## src/design/sva_pkg.sv

```systemverilog
// shared types and fixed widths of the supply voltage moving average
package sva_pkg;

  // width of the calibration divisor register
  localparam int unsigned DivBits = 10;

  // width of the voltage result field
  localparam int unsigned ResultBits = 17;

  // reset value of the calibration divisor
  localparam logic [DivBits-1:0] DivisorReset = 10'd467;

  // scale applied to the averaged reading before the divide
  localparam int unsigned ScaleShift = 2;

  // control handed from the window control logic to every window cell
  typedef struct packed {
    logic load;   // prefill: every cell takes the new reading
    logic shift;  // store: every cell takes its neighbor's value
  } sva_cell_ctrl_t;

endpackage

```

## src/design/sva_cell.sv

```systemverilog
// one window cell: holds a single reading and passes it to its neighbor
module sva_cell
  import sva_pkg::*;
#(
  parameter int unsigned Width = 15
) (
  input  logic                 clk_i,
  input  sva_cell_ctrl_t       ctrl_i,
  input  logic [Width-1:0]     fill_i,
  input  logic [Width-1:0]     prev_i,
  output logic [Width-1:0]     data_o
);

  logic [Width-1:0] data_q;
  logic [Width-1:0] data_d;

  // prefill wins over a shift
  always_comb begin
    data_d = data_q;
    if (ctrl_i.load) begin
      data_d = fill_i;
    end else if (ctrl_i.shift) begin
      data_d = prev_i;
    end
  end

  // payload only, undefined until first written
  always_ff @(posedge clk_i) begin
    data_q <= data_d;
  end

  assign data_o = data_q;

endmodule

```

## src/design/sva_divider.sv

```systemverilog
// restoring divider, one quotient bit per cycle
module sva_divider
  import sva_pkg::*;
#(
  parameter int unsigned N = 17
) (
  input  logic               clk_i,
  input  logic               rst_ni,
  input  logic               start_i,
  input  logic [N-1:0]       dividend_i,
  input  logic [DivBits-1:0] divisor_i,
  output logic               done_o,
  output logic [N-1:0]       quotient_o
);

  localparam int unsigned CntBits = $clog2(N + 1);

  logic [N-1:0]         quo_q;
  logic [DivBits-1:0]   rem_q;
  logic [CntBits-1:0]   cnt_q;
  logic                 busy_q;
  logic                 done_q;
  logic [DivBits:0]     trial;
  logic [DivBits:0]     diff;
  logic                 take;

  // trial subtract of the shifted remainder
  always_comb begin
    trial = {rem_q, quo_q[N-1]};
    diff  = trial - {1'b0, divisor_i};
    take  = (trial >= {1'b0, divisor_i});
  end

  // iteration control
  always_ff @(posedge clk_i or negedge rst_ni) begin
    if (!rst_ni) begin
      cnt_q  <= '0;
      busy_q <= 1'b0;
      done_q <= 1'b0;
    end else begin
      done_q <= 1'b0;
      if (start_i) begin
        cnt_q  <= CntBits'(N);
        busy_q <= 1'b1;
      end else if (busy_q) begin
        cnt_q <= cnt_q - CntBits'(1);
        if (cnt_q == CntBits'(1)) begin
          busy_q <= 1'b0;
          done_q <= 1'b1;
        end
      end
    end
  end

  // dividend shifts out as quotient bits shift in
  always_ff @(posedge clk_i) begin
    if (start_i) begin
      quo_q <= dividend_i;
      rem_q <= '0;
    end else if (busy_q) begin
      quo_q <= {quo_q[N-2:0], take};
      rem_q <= take ? diff[DivBits-1:0] : trial[DivBits-1:0];
    end
  end

  assign done_o     = done_q;
  assign quotient_o = quo_q;

endmodule

```

## src/design/supply_voltage_moving_average.sv

```systemverilog
// top level: boxcar average of supply readings scaled to tenths of a volt
//
//   channel  direction  signals                                   transaction
//   in       input      in_valid_i/in_ready_o, adc_reading_i,     in_valid_i & in_ready_o
//                       store_reading_i
//   out      output     out_valid_o/out_ready_i, voltage_tenths_o out_valid_o & out_ready_i
//   cfg      input      cfg_we_i, cfg_wdata_i                     cfg_we_i
//
// a transaction in passes through the multiply, average and divide states before its
// result is valid; the restoring divider works at one bit per cycle.
// the window is a row of cells that shift on a store; the oldest reading sits in the last cell.
// reset clears the sum, reloads the prefill count and sets the divisor to 467; cells need no clearing.
// a finished result waits in the output register while the next transaction is taken.
module supply_voltage_moving_average
  import sva_pkg::*;
#(
  parameter int unsigned WINDOW_DEPTH  = 32,
  parameter int unsigned PREFILL_COUNT = 10,
  parameter int unsigned READING_BITS  = 15
) (
  input  logic                    clk_i,
  input  logic                    rst_ni,
  input  logic                    cfg_we_i,
  input  logic [DivBits-1:0]      cfg_wdata_i,
  input  logic                    in_valid_i,
  output logic                    in_ready_o,
  input  logic [READING_BITS-1:0] adc_reading_i,
  input  logic                    store_reading_i,
  output logic                    out_valid_o,
  input  logic                    out_ready_i,
  output logic [ResultBits-1:0]   voltage_tenths_o
);

  localparam int unsigned DepthLog  = $clog2(WINDOW_DEPTH);
  localparam int unsigned SumBits   = READING_BITS + DepthLog;
  localparam int unsigned RecipBits = SumBits + 1;
  localparam int unsigned ProdBits  = SumBits + RecipBits;
  localparam int unsigned RecipSh   = SumBits + DepthLog;
  localparam logic [63:0] RecipFull =
    ((64'd1 << RecipSh) + 64'(WINDOW_DEPTH) - 64'd1) / 64'(WINDOW_DEPTH);
  localparam logic [RecipBits-1:0] Recip = RecipFull[RecipBits-1:0];
  localparam int unsigned PfBits    = $clog2(PREFILL_COUNT + 1);
  localparam int unsigned QuoBits   = READING_BITS + ScaleShift;

  typedef enum logic [4:0] {
    ST_IDLE = 5'b00001,
    ST_MUL  = 5'b00010,
    ST_AVG  = 5'b00100,
    ST_DIV  = 5'b01000,
    ST_WAIT = 5'b10000
  } sva_state_e;

  sva_state_e                state_q, state_d;
  logic [DivBits-1:0]        divisor_q;
  logic [PfBits-1:0]         prefill_q;
  logic [SumBits-1:0]        sum_q, sum_d;
  logic [ProdBits-1:0]       prod_q;
  logic                      out_valid_q;
  logic [ResultBits-1:0]     tenths_q;
  logic                      in_fire;
  logic                      out_free;
  logic                      load_out;
  logic                      div_start;
  logic                      div_done;
  logic [READING_BITS-1:0]   avg;
  logic [QuoBits-1:0]        quotient;
  sva_cell_ctrl_t            cell_ctrl;
  logic [READING_BITS-1:0]   cell_data [WINDOW_DEPTH];

  assign in_fire  = in_valid_i & in_ready_o;
  assign out_free = ~out_valid_q | out_ready_i;

  // calibration register
  always_ff @(posedge clk_i or negedge rst_ni) begin
    if (!rst_ni) begin
      divisor_q <= DivisorReset;
    end else if (cfg_we_i) begin
      divisor_q <= cfg_wdata_i;
    end
  end

  // window control and running sum
  always_comb begin
    cell_ctrl.load  = in_fire & (prefill_q != '0);
    cell_ctrl.shift = in_fire & store_reading_i;
    sum_d = sum_q;
    if (cell_ctrl.load) begin
      sum_d = SumBits'(adc_reading_i) * SumBits'(WINDOW_DEPTH);
    end else if (cell_ctrl.shift) begin
      sum_d = sum_q - SumBits'(cell_data[WINDOW_DEPTH-1]) + SumBits'(adc_reading_i);
    end
  end

  always_ff @(posedge clk_i or negedge rst_ni) begin
    if (!rst_ni) begin
      sum_q     <= '0;
      prefill_q <= PfBits'(PREFILL_COUNT);
    end else begin
      sum_q <= sum_d;
      if (cell_ctrl.load) begin
        prefill_q <= prefill_q - PfBits'(1);
      end
    end
  end

  // row of window cells, cell zero takes the new reading
  for (genvar i = 0; i < WINDOW_DEPTH; i++) begin : g_cell
    if (i == 0) begin : g_head
      sva_cell #(.Width(READING_BITS)) u_cell (
        .clk_i  (clk_i),
        .ctrl_i (cell_ctrl),
        .fill_i (adc_reading_i),
        .prev_i (adc_reading_i),
        .data_o (cell_data[i])
      );
    end else begin : g_body
      sva_cell #(.Width(READING_BITS)) u_cell (
        .clk_i  (clk_i),
        .ctrl_i (cell_ctrl),
        .fill_i (adc_reading_i),
        .prev_i (cell_data[i-1]),
        .data_o (cell_data[i])
      );
    end
  end

  // sum over depth as a multiply by the rounded-up reciprocal
  always_ff @(posedge clk_i) begin
    if (state_q == ST_MUL) begin
      prod_q <= ProdBits'(sum_q) * ProdBits'(Recip);
    end
  end

  assign avg       = prod_q[RecipSh +: READING_BITS];
  assign div_start = (state_q == ST_AVG);

  sva_divider #(.N(QuoBits)) u_divider (
    .clk_i      (clk_i),
    .rst_ni     (rst_ni),
    .start_i    (div_start),
    .dividend_i ({avg, {ScaleShift{1'b0}}}),
    .divisor_i  (divisor_q),
    .done_o     (div_done),
    .quotient_o (quotient)
  );

  // sequencer
  always_comb begin
    state_d  = state_q;
    load_out = 1'b0;
    case (state_q)
      ST_IDLE: begin
        if (in_fire) begin
          state_d = ST_MUL;
        end
      end
      ST_MUL: state_d = ST_AVG;
      ST_AVG: state_d = ST_DIV;
      ST_DIV: begin
        if (div_done) begin
          if (out_free) begin
            load_out = 1'b1;
            state_d  = ST_IDLE;
          end else begin
            state_d = ST_WAIT;
          end
        end
      end
      ST_WAIT: begin
        if (out_free) begin
          load_out = 1'b1;
          state_d  = ST_IDLE;
        end
      end
      default: state_d = ST_IDLE;
    endcase
  end

  always_ff @(posedge clk_i or negedge rst_ni) begin
    if (!rst_ni) begin
      state_q <= ST_IDLE;
    end else begin
      state_q <= state_d;
    end
  end

  // output register
  always_ff @(posedge clk_i or negedge rst_ni) begin
    if (!rst_ni) begin
      out_valid_q <= 1'b0;
    end else if (load_out) begin
      out_valid_q <= 1'b1;
    end else if (out_ready_i) begin
      out_valid_q <= 1'b0;
    end
  end

  always_ff @(posedge clk_i) begin
    if (load_out) begin
      tenths_q <= ResultBits'(quotient);
    end
  end

  assign in_ready_o       = (state_q == ST_IDLE);
  assign out_valid_o      = out_valid_q;
  assign voltage_tenths_o = tenths_q;

endmodule

```

## config.mk

```make
export PLATFORM = sky130hd
export DESIGN_NAME = supply_voltage_moving_average
export DESIGN_NICKNAME = d
export VERILOG_FILES = /design/src/design/sva_pkg.sv /design/src/design/sva_cell.sv /design/src/design/sva_divider.sv /design/src/design/supply_voltage_moving_average.sv
export SDC_FILE = /design/constraint.sdc
export NUM_CORES = 1
export LEC_CHECK = 0
export ABC_AREA = 1
export BUFFER_PORTS_ARGS = -buffer_cell sky130_fd_sc_hd__buf_4
export CAP_MARGIN = 10
export CORE_MARGIN = 2
export CORE_UTILIZATION = 25
export CTS_CLUSTER_DIAMETER = 80
export CTS_CLUSTER_SIZE = 16
export DETAILED_ROUTE_END_ITERATION = 8
export PLACE_DENSITY = 0.41
export SETUP_SLACK_MARGIN = 0.15
export SLEW_MARGIN = 20
export SYNTH_ARGS = -nofsm -noshare
export SYNTH_HDL_FRONTEND = slang
export SYNTH_SLANG_ARGS = --single-unit
```

## constraint.sdc

```tcl
create_clock -name clk_i -period 7.6 [get_ports clk_i]
set_input_delay 1.52 -clock clk_i [delete_from_list [all_inputs] [get_ports clk_i]]
set_output_delay 1.52 -clock clk_i [all_outputs]
set_load 0.005 [all_outputs]
```

**Word-level counts from Yosys, hierarchy flattened**

Cells that the tools add are included.

- Logic and storage cells: 157
- Input bits: 31
- Output and inout port bits: 19
- Register bits after elaboration: 591

- Magnitude comparators: 1
- Equal/unequal tests: 9
- Reduce and logical (&&, ||, !) cells: 5
- Bitwise operators: 5
- $add $sub $neg: 5
- Muxes and demuxes: 87

Operator list:

| kind | count |
|---|---|
| $mux W15 | 64 |
| $mux W20 | 2 |
| $mux W17 | 2 |
| $mux W5 | 6 |
| $pmux W5 S5 | 1 |
| $add A20 B15 Y20 | 1 |
| $sub A20 B15 Y20 | 1 |
| $ge A11 B10 Y1 | 1 |
| $eq A5 B1 Y1 const B | 2 |
| $mux W1 | 10 |
| $mux W10 | 1 |
| $sub A10 B10 Y10 | 1 |
| $reduce_bool A2 Y1 | 3 |
| $eq A5 B2 Y1 const B | 1 |
| $eq A5 B3 Y1 const B | 1 |
| $eq A5 B4 Y1 const B | 1 |
| $eq A5 B5 Y1 const B | 1 |
| $sub A5 B1 Y5 const B | 1 |
| $ne A2 B1 Y1 const B | 2 |
| $reduce_bool A4 Y1 | 1 |
| $sub A4 B1 Y4 const B | 1 |
| $and A1 B1 Y1 | 3 |
| $reduce_and A3 Y1 | 1 |
| $ne A2 B2 Y1 const B | 1 |
| other kinds (3) | 3 |

**Logic depth before layout (Yosys ltp)**

Gate-level depths: netlist (run 1).

- Depth after elaboration: 6
- Depth in mapped cells: 16
- Mapped depth without buffers: 16

**Hierarchy**

Synthesis (run 1) repeated with hierarchy kept, for this count alone.

- Cells, all modules: 2,856
- Area total of the unflattened synthesis: 28,821.4 um^2

By module, submodules not included:

| module | area each (um^2) | cells each | seq. area each (um^2) | times used |
|---|---|---|---|---|
| sva_cell | 691.9 | 65 | 450.4 | 32 |
| supply_voltage_moving_average | 4,481.8 | 484 | 1,973.1 | 1 |
| sva_divider | 2,198.4 | 292 | 885.8 | 1 |

**Least setup slack after synthesis (run 1)**

OpenSTA, ideal clock, no wires.

- Kind: in2reg
- Start: in in_valid_i
- End: reg sum_q[6]
- Cell stages on the path: 6
- Data arrival time: 7.852 ns
- Setup slack: -0.645 ns
- Setup time: 0.394 ns
- Cell sequence: nand2_2 > inv_1 > nand2_1 > nand2_2 > buf_2 > a31oi_1

- Word-level cells in the longest chain between the ends: 3
- Elaborated cells on any way between the ends: 5
- Those cells by class: mux (1); bitwise (3); reduce/logical (1)

RTL lines:

| item | line | text |
|---|---|---|
| start, declared | supply_voltage_moving_average.sv:25 | `input logic in_valid_i,` |
| $and A1 B1 Y1 * | supply_voltage_moving_average.sv:70 | `assign in_fire = in_valid_i & in_ready_o;` |
| $and A1 B1 Y1 (on tied branches) | supply_voltage_moving_average.sv:84, supply_voltage_moving_average.sv:85 |  |
| $mux W20 or $reduce_bool A2 Y1 (tied branches) | -- |  |
| end signal, assigned | supply_voltage_moving_average.sv:99 | `sum_q <= sum_d;` |
| end, declared | supply_voltage_moving_average.sv:56 | `logic [SumBits-1:0] sum_q, sum_d;` |

Every way passes the cells marked *; elsewhere a longest branch is shown, timed or not.
A chain may end at the register's enable or synchronous reset.

**Worst setup path in the final report (run 1)**

- Start: in in_valid_i
- End: reg g_cell[8].g_body.u_cell.data_q[1] (enable)

- Word-level cells in the longest chain between the ends: 3
- Elaborated cells on any way between the ends: 4
- Those cells by class: bitwise (3); reduce/logical (1)

RTL lines:

| item | line | text |
|---|---|---|
| $and A1 B1 Y1 * | supply_voltage_moving_average.sv:70 |  |
| $and A1 B1 Y1 (on tied branches) | supply_voltage_moving_average.sv:85, supply_voltage_moving_average.sv:84 |  |
| $reduce_bool A2 Y1 (no line) * | -- |  |
| end signal, assigned | sva_cell.sv:29 | `data_q <= data_d;` |
| end, declared | sva_cell.sv:14 | `logic [Width-1:0] data_q;` |

Marks and branches as above.

==> impl_summary.log, run 1 <==
[metrics] Mapped Cells: 2281
[metrics] WP data required: 7.86 ns
[metrics] post-cts hold buffer count: 0
[metrics] async set-reset flop share out of synthesis: 0.08020
[metrics] count of cells along the worst hold path: 0
[metrics] Core Rows: 115
[metrics] weighted congestion reported at the end of routability-driven placement: 0.7810
[metrics] max-slew violation count: 0
[metrics] dominant register cell in the synthesized netlist: sky130_fd_sc_hd__edfxtp_1
[metrics] met2 track demand over resource in global routing: 0.1392
[metrics] critical path data arrival time: 4.09 ns
[metrics] Global Route Usage Sum: 0.09062
[metrics] Reg clk slew, reported paths: around 0.07 ns
[metrics] launching point of the worst reg2reg path: prefill_q[0]$_DFFE_PN0P_
[metrics] total nets after synthesis: 2361
[metrics] launch instance of the worst min-delay path: u_divider.quotient_o[1]$_SDFFE_PP0P_
[metrics] Max-slew headroom: 0.1968
[metrics] startpoint types: input pin
[metrics] post-route ant nets: 0
[metrics] number of buffers inserted to repair setup after CTS: 0
[metrics] Crit Path Max Fanout: 149
[metrics] count of maximum capacitance violations: 0
[metrics] post-route DRC violation count: 0
[metrics] area enclosed by the die boundary: ~0.10 sq mm
[metrics] combined buffer and inverter count along the critical path: 4
[metrics] iteration-0 DRC count of the detailed router: 1365
[metrics] biggest area contributors in the synthesized netlist: sky130_fd_sc_hd__edfxtp_1 (64%), sky130_fd_sc_hd__nand2_1 (17%), sky130_fd_sc_hd__dfrtp_1 (3.8%)
[metrics] fill cell count: 10.17k
[metrics] portion of the post-synthesis area used by sequential elements: 0.6970
[metrics] number of top-level design ports: 50
[metrics] setup repair after global routing missed its margin: no
[metrics] CP dominant cell by count: sky130_fd_sc_hd__buf_4
[metrics] floorplan die height: 318.7 microns
[metrics] sum of negative setup slack: 0 ns
[metrics] leading cell type by number of instances after synthesis: sky130_fd_sc_hd__nand2_1
[metrics] maximum count of clock buffers along a single path: 3
[metrics] highest clock frequency the design can meet: between 200 and 300 MHz
[metrics] share of cells above drive strength 1: 0.06678
[metrics] post-DP HPWL: 26590 microns
[metrics] most common library cells after synthesis: sky130_fd_sc_hd__nand2_1 (1136), sky130_fd_sc_hd__edfxtp_1 (527), sky130_fd_sc_hd__inv_1 (150)
[metrics] antenna diode count: 0
[metrics] terminus of the critical flop-to-flop path: g_cell[8].g_body.u_cell.data_o[1]$_DFFE_PP_
[metrics] type of the tightest min-delay check: register to register
[metrics] # resized after CTS: 0
[metrics] cell family with the largest share of critical-path delay: buffers and inverters
[metrics] via count of the first global-routing pass: between 10k and 15k
[metrics] combined area of all synthesized cells: 0.02475 sq mm
[metrics] final hold violation count: 0
[metrics] worst-case setup slack after placement: 3.176 ns
[metrics] area added between synthesis and finish: 12.05%
[metrics] critical path cell sequence: buf_4, nand2_2, nor2_4, buf_4, inv_8, nand2_8, buf_12
[metrics] number of enable flip-flop cells after synthesis: roughly 530
[metrics] dominant cell type by area after synthesis: sky130_fd_sc_hd__edfxtp_1
[metrics] share of the synthesized area in the top cell type: 0.6393
[metrics] Total Nets Final: 2364
[metrics] final worst clock skew: approximately 0.062 ns
[metrics] grt met3 use: 0.01609
[metrics] highest cell delay on the worst timing path: between 0.7 and 0.8 ns
[metrics] final period utilization: 0.5046
[metrics] vias per inst: 4.100
[metrics] Slew @ Worst Pin: 1.205 ns
[metrics] IO buf count: 49
[metrics] largest net degree at the start of global routing: 222
[metrics] R2R Setup Slk: 3.92 ns
[metrics] initial core utilization: 0.2519
[metrics] Detailed Routing Iterations Pass 1: 5
[metrics] pwr/cell area: between 300 and 400 mW/mm^2
[metrics] Finish-stage setup viols: 0
[metrics] unique cell type count in the Yosys netlist: 37
[metrics] met1 Track Usage GR: 0.1307
[metrics] width of the chip: 318.7 microns
[metrics] Peak VDD IR: 0.1862 mV
[metrics] Worst Slack Setup Final: 3.765 ns
[metrics] busiest layer in global routing: met2
[metrics] global-route congestion overflow total: 0
[metrics] drt wl/cell: ~13 microns
[metrics] area of the core: 0.09828 sq mm
[metrics] worst setup path class: input pin to register
[metrics] min Tclk post-route: 3.835 ns
[metrics] CTS Buf Count: 45
[metrics] clock root cell: sky130_fd_sc_hd__clkbuf_16
[metrics] cell count of the worst reg-to-reg path: 9
[metrics] synthesized area divided by synthesized cell count: between 10 and 15 sq um
[metrics] number of antenna violations at the first check in global routing: 0
[metrics] status: finished, final reports clean
[metrics] Endpoint, Worst Hold: voltage_tenths_o[1]$_DFFE_PP_
[metrics] CTS H-tree lvls: 2
[metrics] wire length after detailed routing: 46310 microns
[metrics] Leak Pwr: 12.42 nW
[metrics] master of the slowest instance on the critical path: sky130_fd_sc_hd__nand2_8
[metrics] #FFs+latches synth: 586
[metrics] synthesis warning total: 0
[metrics] total via count after detailed routing: about 15k
[metrics] Clk Latency, worst-skew pair: roughly 0.61 ns
[metrics] kind of end point of the critical path: register
[metrics] TritonCTS clock tree: yes
[metrics] global-route wire length before repair: 77330 microns
[metrics] CTS sink cnt: 586
==> worst register-to-register path, stage by stage, from the launching register on <==
cell                      delay (ns)
sky130_fd_sc_hd__dfrtp_1        0.40
sky130_fd_sc_hd__inv_1          0.09
sky130_fd_sc_hd__ha_1           0.17
sky130_fd_sc_hd__nand2_1        0.07
sky130_fd_sc_hd__nor2_1         0.22
sky130_fd_sc_hd__nor2_4         0.06
sky130_fd_sc_hd__buf_4          0.25
sky130_fd_sc_hd__inv_8          0.62
sky130_fd_sc_hd__nand2_8        0.79
sky130_fd_sc_hd__buf_12         0.57
==> routing by layer <==
| layer | wire length, microns | vias to the layer above | part of all wire |
|---|---|---|---|
| li1 | - | 7396 | - |
| met1 | 23480 | 7103 | 0.51 |
| met2 | 20120 | 176 | 0.43 |
| met3 | 1707 | 55 | 0.037 |
| met4 | 992 | 0 | 0.021 |
| met5 | 0 | - | 0 |
==> sequential cells by signal, summed over array words and instances (netlist names) <==
| signal | count |
|---|---|
| u_divider.busy_q | 1 |
| prod_q | 15 |
| out_valid_o | 1 |
| voltage_tenths_o | 17 |
| u_divider.cnt_q | 5 |
| u_divider.rem_q | 10 |
| u_divider.quotient_o | 17 |
| prefill_q | 4 |
| sum_q | 20 |
| g_cell.g_body.u_cell.data_o | 465 |
| u_divider.done_o | 1 |
| divisor_q | 10 |
| state_q | 5 |
| g_cell.g_head.u_cell.data_o | 15 |
==> cell usage in the layout (no fill, tap or decap), drive strengths merged, types with 12 or more instances in the layout <==
master and instances:
a21oi 38, a22o 14, buf 67, clkbuf 61, dfrtp 38, dfxtp 12, edfxtp 527, fa 16
ha 33, inv 156, nand2 1139, nand3 42, nor2 59, o21ai 34
==> power breakdown <==
part / internal (W) / switching [W]
Clock: 0.00113 / 0.00116
Combinational: 0.000786 / 0.00146
Sequential: 0.00431 / 0.000229
Total: 0.00622 / 0.00285
==> cells by family after synthesis <==
group / Yosys count / share of synthesized area
xor gates and xnor gates: 13 / 0.004600
and+or+nand+nor: 1267 / 0.1981
muxes: 1 / 0.0004549
adders and majority gates: 49 / 0.02962
buffers and inverters: 262 / 0.04605
AOI/OAI and AO/OA: 103 / 0.02416
DFF: 586 / 0.6970
==> cell type report <==
| class | instances | area (sq um) | share of cell area |
|---|---|---|---|
| clock buffers | 61 | 1196 | 0.04313 |
| clock inverters | 8 | 138.9 | 0.005007 |
| inverters | 151 | 574.3 | 0.02071 |
| multi-input cells | 1433 | 6406 | 0.2310 |
| flip-flops and latches | 586 | 17250 | 0.6220 |
| well taps | 1287 | 1610 | 0.05806 |
| repair buffers | 67 | 556.8 | 0.02007 |
==> how the worst max path moves through the flow <==
stage,from,endpoint,cells after the start
final,in_valid_i,g_cell[8].g_body.u_cell.data_o[1]$_DFFE_PP_,7
after global routing,in_valid_i,g_cell[4].g_body.u_cell.data_o[1]$_DFFE_PP_,7
after CTS,in_valid_i,g_cell[4].g_body.u_cell.data_o[1]$_DFFE_PP_,7
after detailed placement,in_valid_i,g_cell[11].g_body.u_cell.data_o[2]$_DFFE_PP_,7
after global placement,in_valid_i,sum_q[11]$_DFFE_PN0P_,10
after floorplan,in_valid_i,sum_q[6]$_DFFE_PN0P_,6
==> through the flow <==
stage	hold WS, ns	instances	util	area, sq um	total power [W]
floorplan	0.4082	2281	-	24760	0.006287
global placement	0.4243	3524	0.2683	26370	0.006849
detailed placement	0.4265	3524	0.2684	26380	0.006879
CTS	0.4357	3593	0.2820	27710	0.009237
global route	0.4644	3593	0.2822	27740	0.009733
finish	0.4392	3593	0.2822	27740	0.009063
(Power assumes the default switching activity.)
==> run 2: changes to the inputs <==
--- a/config.mk
+++ b/config.mk
@@ -5,7 +5,7 @@
 export SDC_FILE = /design/constraint.sdc
 export NUM_CORES = 1
 export LEC_CHECK = 0
-export ABC_AREA = 1
+export ABC_AREA = 0
 export BUFFER_PORTS_ARGS = -buffer_cell sky130_fd_sc_hd__buf_4
 export CAP_MARGIN = 10
 export CORE_MARGIN = 2
@@ -13,7 +13,7 @@
 export CTS_CLUSTER_DIAMETER = 80
 export CTS_CLUSTER_SIZE = 16
 export DETAILED_ROUTE_END_ITERATION = 8
-export PLACE_DENSITY = 0.41
+export PLACE_DENSITY = 0.4
 export SETUP_SLACK_MARGIN = 0.15
 export SLEW_MARGIN = 20
 export SYNTH_ARGS = -nofsm -noshare
==> constraint.sdc (replaced) <==
create_clock -name clk_i -period 3.7 [get_ports clk_i]
set_input_delay 0.74 -clock clk_i [delete_from_list [all_inputs] [get_ports clk_i]]
set_output_delay 0.74 -clock clk_i [all_outputs]
set_load 0.005 [all_outputs]
==> run 2 against run 1 <==
Non-clock buffer count up 26. Final area rose by 0.38%. Via count decreased by 11%. Critical path type is now register to register. Critical endpoint is now sum_q[17]$_DFFE_PN0P_. Largest power group unchanged. Highest routed layer is now met5.
==> impl_summary.log, run 2 <==
[metrics] status: finished, final reports clean
[metrics] unique cell type count in the Yosys netlist: 71 (+92%)
[metrics] Total Nets Final: 1780 (-25%)
[metrics] biggest area contributors in the synthesized netlist: sky130_fd_sc_hd__edfxtp_1 (64%), sky130_fd_sc_hd__a21o_1 (14%), sky130_fd_sc_hd__dfrtp_1 (3.9%)
[metrics] largest net degree at the start of global routing: 106 (-52%)
[metrics] total via count after detailed routing: 13.10k (-11%)
[metrics] async set-reset flop share out of synthesis: 0.08020 (unchanged)
[metrics] dominant register cell in the synthesized netlist: sky130_fd_sc_hd__edfxtp_1
[metrics] launching point of the worst reg2reg path: g_cell[31].g_body.u_cell.data_o[1]$_DFFE_PP_
[metrics] floorplan die height: 317.7 microns (-0.32%)
[metrics] worst setup path class: register to register
[metrics] kind of end point of the critical path: register
[metrics] final period utilization: 0.8112
[metrics] global-route wire length before repair: 73840 microns (-4.5%)
[metrics] fill cell count: 9915 (-2.5%)
[metrics] width of the chip: 317.7 microns (-0.32%)
[metrics] number of buffers inserted to repair setup after CTS: 0 (unchanged)
[metrics] final hold violation count: 0 (unchanged)
[metrics] number of antenna violations at the first check in global routing: 1 (+1)
[metrics] clock root cell: sky130_fd_sc_hd__clkbuf_16
[metrics] post-route ant nets: 0 (unchanged)
[metrics] area added between synthesis and finish: 13.20%
[metrics] max-slew violation count: 0 (unchanged)
[metrics] Max-slew headroom: 0.3146 (+0.1178)
[metrics] maximum count of clock buffers along a single path: 3 (unchanged)
[metrics] global-route congestion overflow total: 0 (unchanged)
[metrics] Detailed Routing Iterations Pass 1: 5 (unchanged)
[metrics] master of the slowest instance on the critical path: sky130_fd_sc_hd__fa_1
[metrics] CTS Buf Count: 45 (unchanged)
[metrics] overall power of the completed layout: 0.02551 W (+180%)
[metrics] placed instance count: 2940 (-17%)
[metrics] highest cell delay on the worst timing path: 0.55 ns (-0.18 ns)
[metrics] Leak Pwr: 11.90 nW (-4.2%)
[metrics] Clk Latency, worst-skew pair: 0.59 ns (-0.02 ns)
[metrics] drt wl/cell: 14.98 microns (+16%)
[metrics] post-cts hold buffer count: 0 (unchanged)
[metrics] R2R Setup Slk: 0.70 ns (-3.22 ns)
[metrics] Reg clk slew, reported paths: 0.07 ns (about the same)
[metrics] dominant cell type by area after synthesis: sky130_fd_sc_hd__edfxtp_1
[metrics] cell family with the largest share of critical-path delay: compound AO/OA/AOI/OAI gates
[metrics] share of the synthesized area in the top cell type: 0.6434 (+0.004130)
[metrics] Crit Path Max Fanout: 4 (-97%)
[metrics] vias per inst: 4.333 (+5.7%)
[metrics] Non-Filler Instances: 3023 (-16%)
[metrics] count of maximum capacitance violations: 0 (unchanged)
[metrics] initial core utilization: 0.2510 (-0.0008819)
[metrics] type of the tightest min-delay check: input pin to asynchronous set/reset pin
[metrics] end-of-flow core utilization: 0.2841 (+0.001915)
[metrics] # resized after CTS: 0 (unchanged)
[metrics] iteration-0 DRC count of the detailed router: 956 (-30%)
[metrics] Worst Slack Setup Final: 0.6984 ns (-3.067 ns)
[metrics] Peak VDD IR: 0.6198 mV (+230%)
[metrics] crit path from: g_cell[31].g_body.u_cell.data_o[1]$_DFFE_PP_
[metrics] combined area of all synthesized cells: 0.02459 sq mm (-0.64%)
[metrics] #FFs+latches synth: 586 (unchanged)
[metrics] commonest cells after routing, fill and taps aside: sky130_fd_sc_hd__edfxtp_1 (527), sky130_fd_sc_hd__a21o_1 (475), sky130_fd_sc_hd__inv_1 (90), sky130_fd_sc_hd__buf_4 (88), sky130_fd_sc_hd__nand2_1 (70)
[metrics] area enclosed by the die boundary: 0.1009 sq mm (-0.63%)
[metrics] total nets after synthesis: 1757 (-26%)
[metrics] most common library cell in the layout ignoring fill and taps: sky130_fd_sc_hd__edfxtp_1
[metrics] min Tclk post-route: roughly 3.0 ns
[metrics] post-route DRC violation count: 0 (unchanged)
[metrics] worst-case setup slack after placement: 0.1721 ns (-3.004 ns)
[metrics] Slew @ Worst Pin: 1.028 ns (-0.1767 ns)
[metrics] number of enable flip-flop cells after synthesis: 527 (unchanged)
[metrics] Global Route Usage Sum: 0.08887 (-0.001752)
[metrics] synthesis warning total: 0 (unchanged)
[metrics] weighted congestion reported at the end of routability-driven placement: 0.7776 (-0.44%)
[metrics] startpoint types: register
[metrics] area of the core: 0.09799 sq mm (-0.29%)
[metrics] portion of the post-synthesis area used by sequential elements: 0.7015 (+0.004503)
[metrics] TritonCTS clock tree: yes
[metrics] via count of the first global-routing pass: 13.24k (-9.6%)
[metrics] Core Rows: 115 (unchanged)
[metrics] post-DP HPWL: 26250 microns (-1.3%)
[metrics] setup repair after global routing missed its margin: no
[metrics] number of top-level design ports: 50 (unchanged)
[metrics] combined buffer and inverter count along the critical path: 1 (-3)
[metrics] antenna diode count: 0 (unchanged)
[metrics] Finish-stage setup viols: 0 (unchanged)
[metrics] synthesized area divided by synthesized cell count: 14.67 sq um (+35%)
[metrics] sum of negative setup slack: 0 ns (unchanged)
[metrics] wire length after detailed routing: 45280 microns (-2.2%)
[metrics] number of flip-flops in the largest register: 465 (unchanged)
[metrics] critical path data arrival time: 3.46 ns (-0.63 ns)
[metrics] Mapped Cells: 1677 (-26%)
[metrics] share of cells above drive strength 1: 0.1118 (+0.04497)
[metrics] highest clock frequency the design can meet: 333.2 MHz
[metrics] most common library cells after synthesis: sky130_fd_sc_hd__edfxtp_1 (527), sky130_fd_sc_hd__a21o_1 (475), sky130_fd_sc_hd__inv_1 (90)
[metrics] pwr/cell area: 916.4 mW/mm^2 (+180%)
[metrics] IO buf count: 49 (unchanged)
[metrics] final worst clock skew: 0.02960 ns (-0.03215 ns)
[metrics] CTS H-tree lvls: 2 (unchanged)
[metrics] leading cell type by number of instances after synthesis: sky130_fd_sc_hd__edfxtp_1
[metrics] CTS sink cnt: 586 (unchanged)
[metrics] WP data required: 4.16 ns (-3.70 ns)
[metrics] critical path cell sequence: fa_1, inv_1, ha_1, a21o_2, nand4_2, a2111oi_4, o2111ai_2, a211oi_1, mux2i_1, nor2_1
[run 2: cell count changes in the layout (fill, tap and decap cells not counted), sizes merged, moves of 8 or more]
cell / delta
a211oi: +10
a21o: +478
a22o: -14
buf: +26
clkbuf: +14
inv: -62
nand2: -1068
nand2b: +12
nand3: -17
nor2: -21
nor3: +8
xnor2: +10
[run 2: kinds of logic (layout without fill, tap and decap cells)]
logic type      Yosys count  count (layout)  synth area share
compound gates          611             611            0.1828
xor+xnor                 24              24          0.008547
fa+ha+maj                49              49           0.02981
buf+inv                 208             267           0.03719
flops                   586             586            0.7015
mux                       9               9          0.003765
simple gates            190             190           0.03637
[run 2: path summary, 6_finish.rpt]
| kind | end | cells past startpoint |
|---|---|---|
| worst max register to register | sum_q[17]$_DFFE_PN0P_ | 10 |
| worst min register to register | voltage_tenths_o[8]$_DFFE_PP_ | 0 |
| worst min-delay path | divisor_q[5]$_DFFE_PN0P_ | 1 |
| min in group clk_i | g_cell[0].g_head.u_cell.data_o[2]$_DFFE_PP_ | 1 |
| worst max-delay path | sum_q[17]$_DFFE_PN0P_ | 10 |
| max in group asynchronous | prefill_q[2]$_DFFE_PN0P_ | 1 |
[run 2: stage by stage]
stage / hold WS (ns) / area (sq um)
after floorplan: 0.4249 / 24610
after global placement: 0.4438 / 26480
after detailed placement: 0.4406 / 26480
after CTS: 0.1987 / 27840
after global routing: 0.2398 / 27840
final: 0.2103 / 27840
[run 2: area by class of cell]
type	count	area (sq um)	share of cell area
Sequential cell	586	17250	0.6197
Tap cell	1287	1610	0.05784
Timing Repair Buffer	93	760.7	0.02732
Multi-Input combinational cell	883	6489	0.2331
Inverter	91	367.9	0.01321
Clock inverter	8	101.3	0.003640
Clock buffer	75	1260	0.04525
[run 2: metal layers]
metal / global-route usage / vias up / part of all wire
met3: 0.01579 / 70 / 0.033
li1: - / 6247 / -
met1: 0.1291 / 6644 / 0.51
met2: 0.1340 / 137 / 0.43
met4: 0.02836 / 2 / 0.025
met5: 0 / - / 0.00018
[run 2: report_power, final]
part / switching [W] / total (W) / leakage [nW] / internal [W]
Sequential: 0.000873 / 0.0119 / 5.58 / 0.0111
Clock: 0.00234 / 0.00477 / 0.649 / 0.00243
Combinational: 0.00507 / 0.00881 / 5.67 / 0.00374
==> run 3: changes to the inputs <==
--- a/config.mk
+++ b/config.mk
@@ -13,7 +13,7 @@
 export CTS_CLUSTER_DIAMETER = 80
 export CTS_CLUSTER_SIZE = 16
 export DETAILED_ROUTE_END_ITERATION = 8
-export PLACE_DENSITY = 0.4
+export PLACE_DENSITY = 0.41
 export SETUP_SLACK_MARGIN = 0.15
 export SLEW_MARGIN = 20
 export SYNTH_ARGS = -nofsm -noshare
==> constraint.sdc (replaced) <==
create_clock -name clk_i -period 2.5 [get_ports clk_i]
set_input_delay 0.5 -clock clk_i [delete_from_list [all_inputs] [get_ports clk_i]]
set_output_delay 0.5 -clock clk_i [all_outputs]
set_load 0.005 [all_outputs]
==> run 3 against run 2 <==
The run now ends with negative setup slack left. Global-route usage increased by 0.24 points. Maximum frequency up 10%. Combinational power increased by 88%. Die area stayed put. Highest routed layer unchanged. Final area grew 5.5%. Cell count increased by 3.4%. Sequential cell count unchanged. Register-to-register slack worse by 0.92 ns. Largest cell class unchanged.
==> impl_summary.log, run 3 (synthesized netlist as in run 2, its figures left out) <==
[metrics] area of all placed cells without fillers: 0.02937 sq mm (+5.5%)
[metrics] number of top-level design ports: 50 (unchanged)
[metrics] cell area reported after detailed placement: 0.02751 sq mm (+3.9%)
[metrics] met2 track demand over resource in global routing: 0.1380 (+0.003996)
[metrics] final period utilization: 1.090 (+0.2786)
[metrics] startpoint types: register
[metrics] drt wl/cell: 14.82 microns (-1.0%)
[metrics] Peak VDD IR: 0.5565 mV (-10%)
[metrics] iteration-0 DRC count of the detailed router: 722 (-24%)
[metrics] antenna diode count: 0 (unchanged)
[metrics] CTS sink cnt: 586 (unchanged)
[metrics] WP data required: 2.97 ns (-1.19 ns)
[metrics] largest net degree at the start of global routing: 83 (-22%)
[metrics] TritonCTS clock tree: yes
[metrics] met1 Track Usage GR: 0.1309 (+0.001776)
[metrics] Leak Pwr: 12.55 nW (+5.4%)
[metrics] Reg clk slew, reported paths: 0.07 ns (about the same)
[metrics] kind of end point of the critical path: register
[metrics] clock root cell: sky130_fd_sc_hd__clkbuf_16
[metrics] setup repair after global routing missed its margin: yes
[metrics] count of maximum capacitance violations: 0 (unchanged)
[metrics] most common library cell in the layout ignoring fill and taps: sky130_fd_sc_hd__edfxtp_1
[metrics] grt met3 use: 0.01828 (+0.002484)
[metrics] area of the core: 0.09799 sq mm (unchanged)
[metrics] fill cell count: 9776 (-1.4%)
[metrics] area of the multi-input gates: 0.006904 sq mm (+6.4%)
[metrics] post-route DRC violation count: 0 (unchanged)
[metrics] master of the slowest instance on the critical path: sky130_fd_sc_hd__fa_1
[metrics] cell count of the worst reg-to-reg path: 10 (unchanged)
[metrics] weighted congestion reported at the end of routability-driven placement: 0.7845 (+0.89%)
[metrics] busiest layer in global routing: met2
[metrics] global-route congestion overflow total: 0 (unchanged)
[metrics] number of flip-flops in the largest register: 465 (unchanged)
[metrics] Max-slew headroom: 0.4925 (+0.1779)
[metrics] count of cells along the worst hold path: 1
[metrics] share of cells above drive strength 1: 0.2094 (+0.09760)
[metrics] failing checks: negative setup slack
[metrics] final hold violation count: 0 (unchanged)
[metrics] CTS H-tree lvls: 2 (unchanged)
[metrics] flip-flop and latch area: 0.01725 sq mm (unchanged)
[metrics] type of the tightest min-delay check: input pin to register
[metrics] Crit Path Max Fanout: 3 (-1)
[metrics] highest cell delay on the worst timing path: 0.51 ns (-0.04 ns)
[metrics] total via count after detailed routing: 13.48k (+2.9%)
[metrics] Worst Slack Setup Final: -0.2247 ns (-0.9231 ns)
[metrics] Finish-stage setup viols: 12 (+12)
[metrics] min Tclk post-route: 2.725 ns (-0.2769 ns)
[metrics] sum of negative setup slack: -1.754 ns (-1.754 ns)
[metrics] worst setup path class: register to register
[metrics] commonest cells after routing, fill and taps aside: sky130_fd_sc_hd__edfxtp_1 (527), sky130_fd_sc_hd__a21o_1 (475), sky130_fd_sc_hd__buf_4 (173), sky130_fd_sc_hd__inv_1 (73), sky130_fd_sc_hd__nand2_1 (65)
[metrics] initial core utilization: 0.2510 (unchanged)
[metrics] Clk Latency, worst-skew pair: 0.60 ns (about the same)
[metrics] critical path data arrival time: 3.19 ns (-0.27 ns)
[metrics] max-slew violation count: 0 (unchanged)
[metrics] maximum count of clock buffers along a single path: 3 (unchanged)
[metrics] post-DP HPWL: 27350 microns (+4.2%)
[metrics] Slew @ Worst Pin: 0.7613 ns (-0.2668 ns)
[metrics] pwr/cell area: 1403 mW/mm^2 (+53%)
[metrics] CTS Buf Count: 45 (unchanged)
[metrics] final worst clock skew: 0.03908 ns (+0.009476 ns)
[metrics] highest clock frequency the design can meet: 367.0 MHz (+10%)
[metrics] Global Route Usage Sum: 0.09132 (+0.002447)
[metrics] Detailed Routing Iterations Pass 1: 5 (unchanged)
[metrics] critical path cell sequence: inv_2, fa_1, inv_1, ha_2, nand2_1, a2111oi_4, o2111ai_2, a211oi_2, mux2i_1, nor2_1
[metrics] vias per inst: 4.313 (-0.47%)
[metrics] area added between synthesis and finish: 19.40%
[metrics] post-route ant nets: 0 (unchanged)
[metrics] via count of the first global-routing pass: 13.82k (+4.4%)
[metrics] Core Rows: 115 (unchanged)
[metrics] status: complete, but fails checks
[metrics] floorplan die height: 317.7 microns (unchanged)
[metrics] Total Nets Final: 1892 (+6.3%)
[metrics] width of the chip: 317.7 microns (unchanged)
[metrics] area enclosed by the die boundary: 0.1009 sq mm (unchanged)
[metrics] number of antenna violations at the first check in global routing: 3 (+2)
[metrics] global-route wire length before repair: 75820 microns (+2.7%)
[metrics] IO buf count: 49 (unchanged)
[metrics] wire length after detailed routing: 46340 microns (+2.3%)
-- run 3: cell types whose count changed in the layout (fill, tap and decap cells not counted), sizes merged --
cell and delta:
dlygate4sd3 +1, clkinvlp +2, clkbuf -11, buf +111, clkinv +3, inv -3
-- run 3: final timing paths --
| path | end | start | slack [ns] |
|---|---|---|---|
| worst min-delay path | g_cell[0].g_head.u_cell.data_o[2]$_DFFE_PP_ | adc_reading_i[2] | 0.09 |
| worst min register to register | voltage_tenths_o[12]$_DFFE_PP_ | u_divider.quotient_o[12]$_DFFE_PP_ | 0.46 |
| worst max-delay path | sum_q[17]$_DFFE_PN0P_ | sum_q[6]$_DFFE_PN0P_ | -0.22 |
| max in group asynchronous | sum_q[13]$_DFFE_PN0P_ | rst_ni | 1.45 |
| worst max register to register | sum_q[17]$_DFFE_PN0P_ | sum_q[6]$_DFFE_PN0P_ | -0.22 |
| min in group asynchronous | divisor_q[2]$_DFFE_PN0P_ | rst_ni | 0.50 |
-- run 3: report_power, final --
part           total [W]  internal, W  switching (W)  leakage (nW)
logic             0.0166      0.00787        0.00873          6.31
registers         0.0176       0.0164        0.00119          5.58
clock network    0.00704      0.00359        0.00345         0.656
total             0.0412       0.0278         0.0134          12.5
-- run 3: per-stage QoR --
stage	cells	worst slack [ns]	util	power, W	hold slack (ns)
4_1_cts	3114	-0.2948	0.2970	0.04121	0.04359
2_1_floorplan	1677	-0.2096	-	0.02839	0.2044
5_1_grt	3126	-0.3647	0.2997	0.04421	0.05660
6_report	3126	-0.2247	0.2997	0.04119	0.08619
3_5_place_dp	3026	-0.5560	0.2807	0.03320	0.4365
3_3_place_gp	3026	-0.5979	0.2807	0.03294	0.4398
-- run 3: critical path: cells and delay by family (launching register included) --
family                     cells  cell delay [ns]
AOI/OAI and AO/OA              3             0.87
muxes                          1             0.22
adders and majority gates      2             0.84
DFF                            1             0.37
and+or+nand+nor                2             0.18
buffers and inverters          2             0.14
-- run 3: final cells by class --
cell class                 count  share of cell area
clock buffer                  64             0.04218
inverter                      91             0.01278
clock inverter                10            0.004601
multi-input combinational    883              0.2351
sequential                   586              0.5875
timing repair buffer         205             0.06301
tap                         1287             0.05483
-- run 3: repair_timing --
action,in CTS,in global routing
pin swaps,28,30
hold buffers,1,0
endpoints found under the setup margin,22,63
cloned,0,0
endpoints found under the hold margin,33,0
setup buffers,13,12
gates resized for setup,36,41
-- run 3: per-layer routing --
layer  up-vias  part of all wire
met1      6802              0.51
met5         -           0.00082
met4         6             0.024
li1       6469                 -
met3        66             0.034
met2       140              0.43
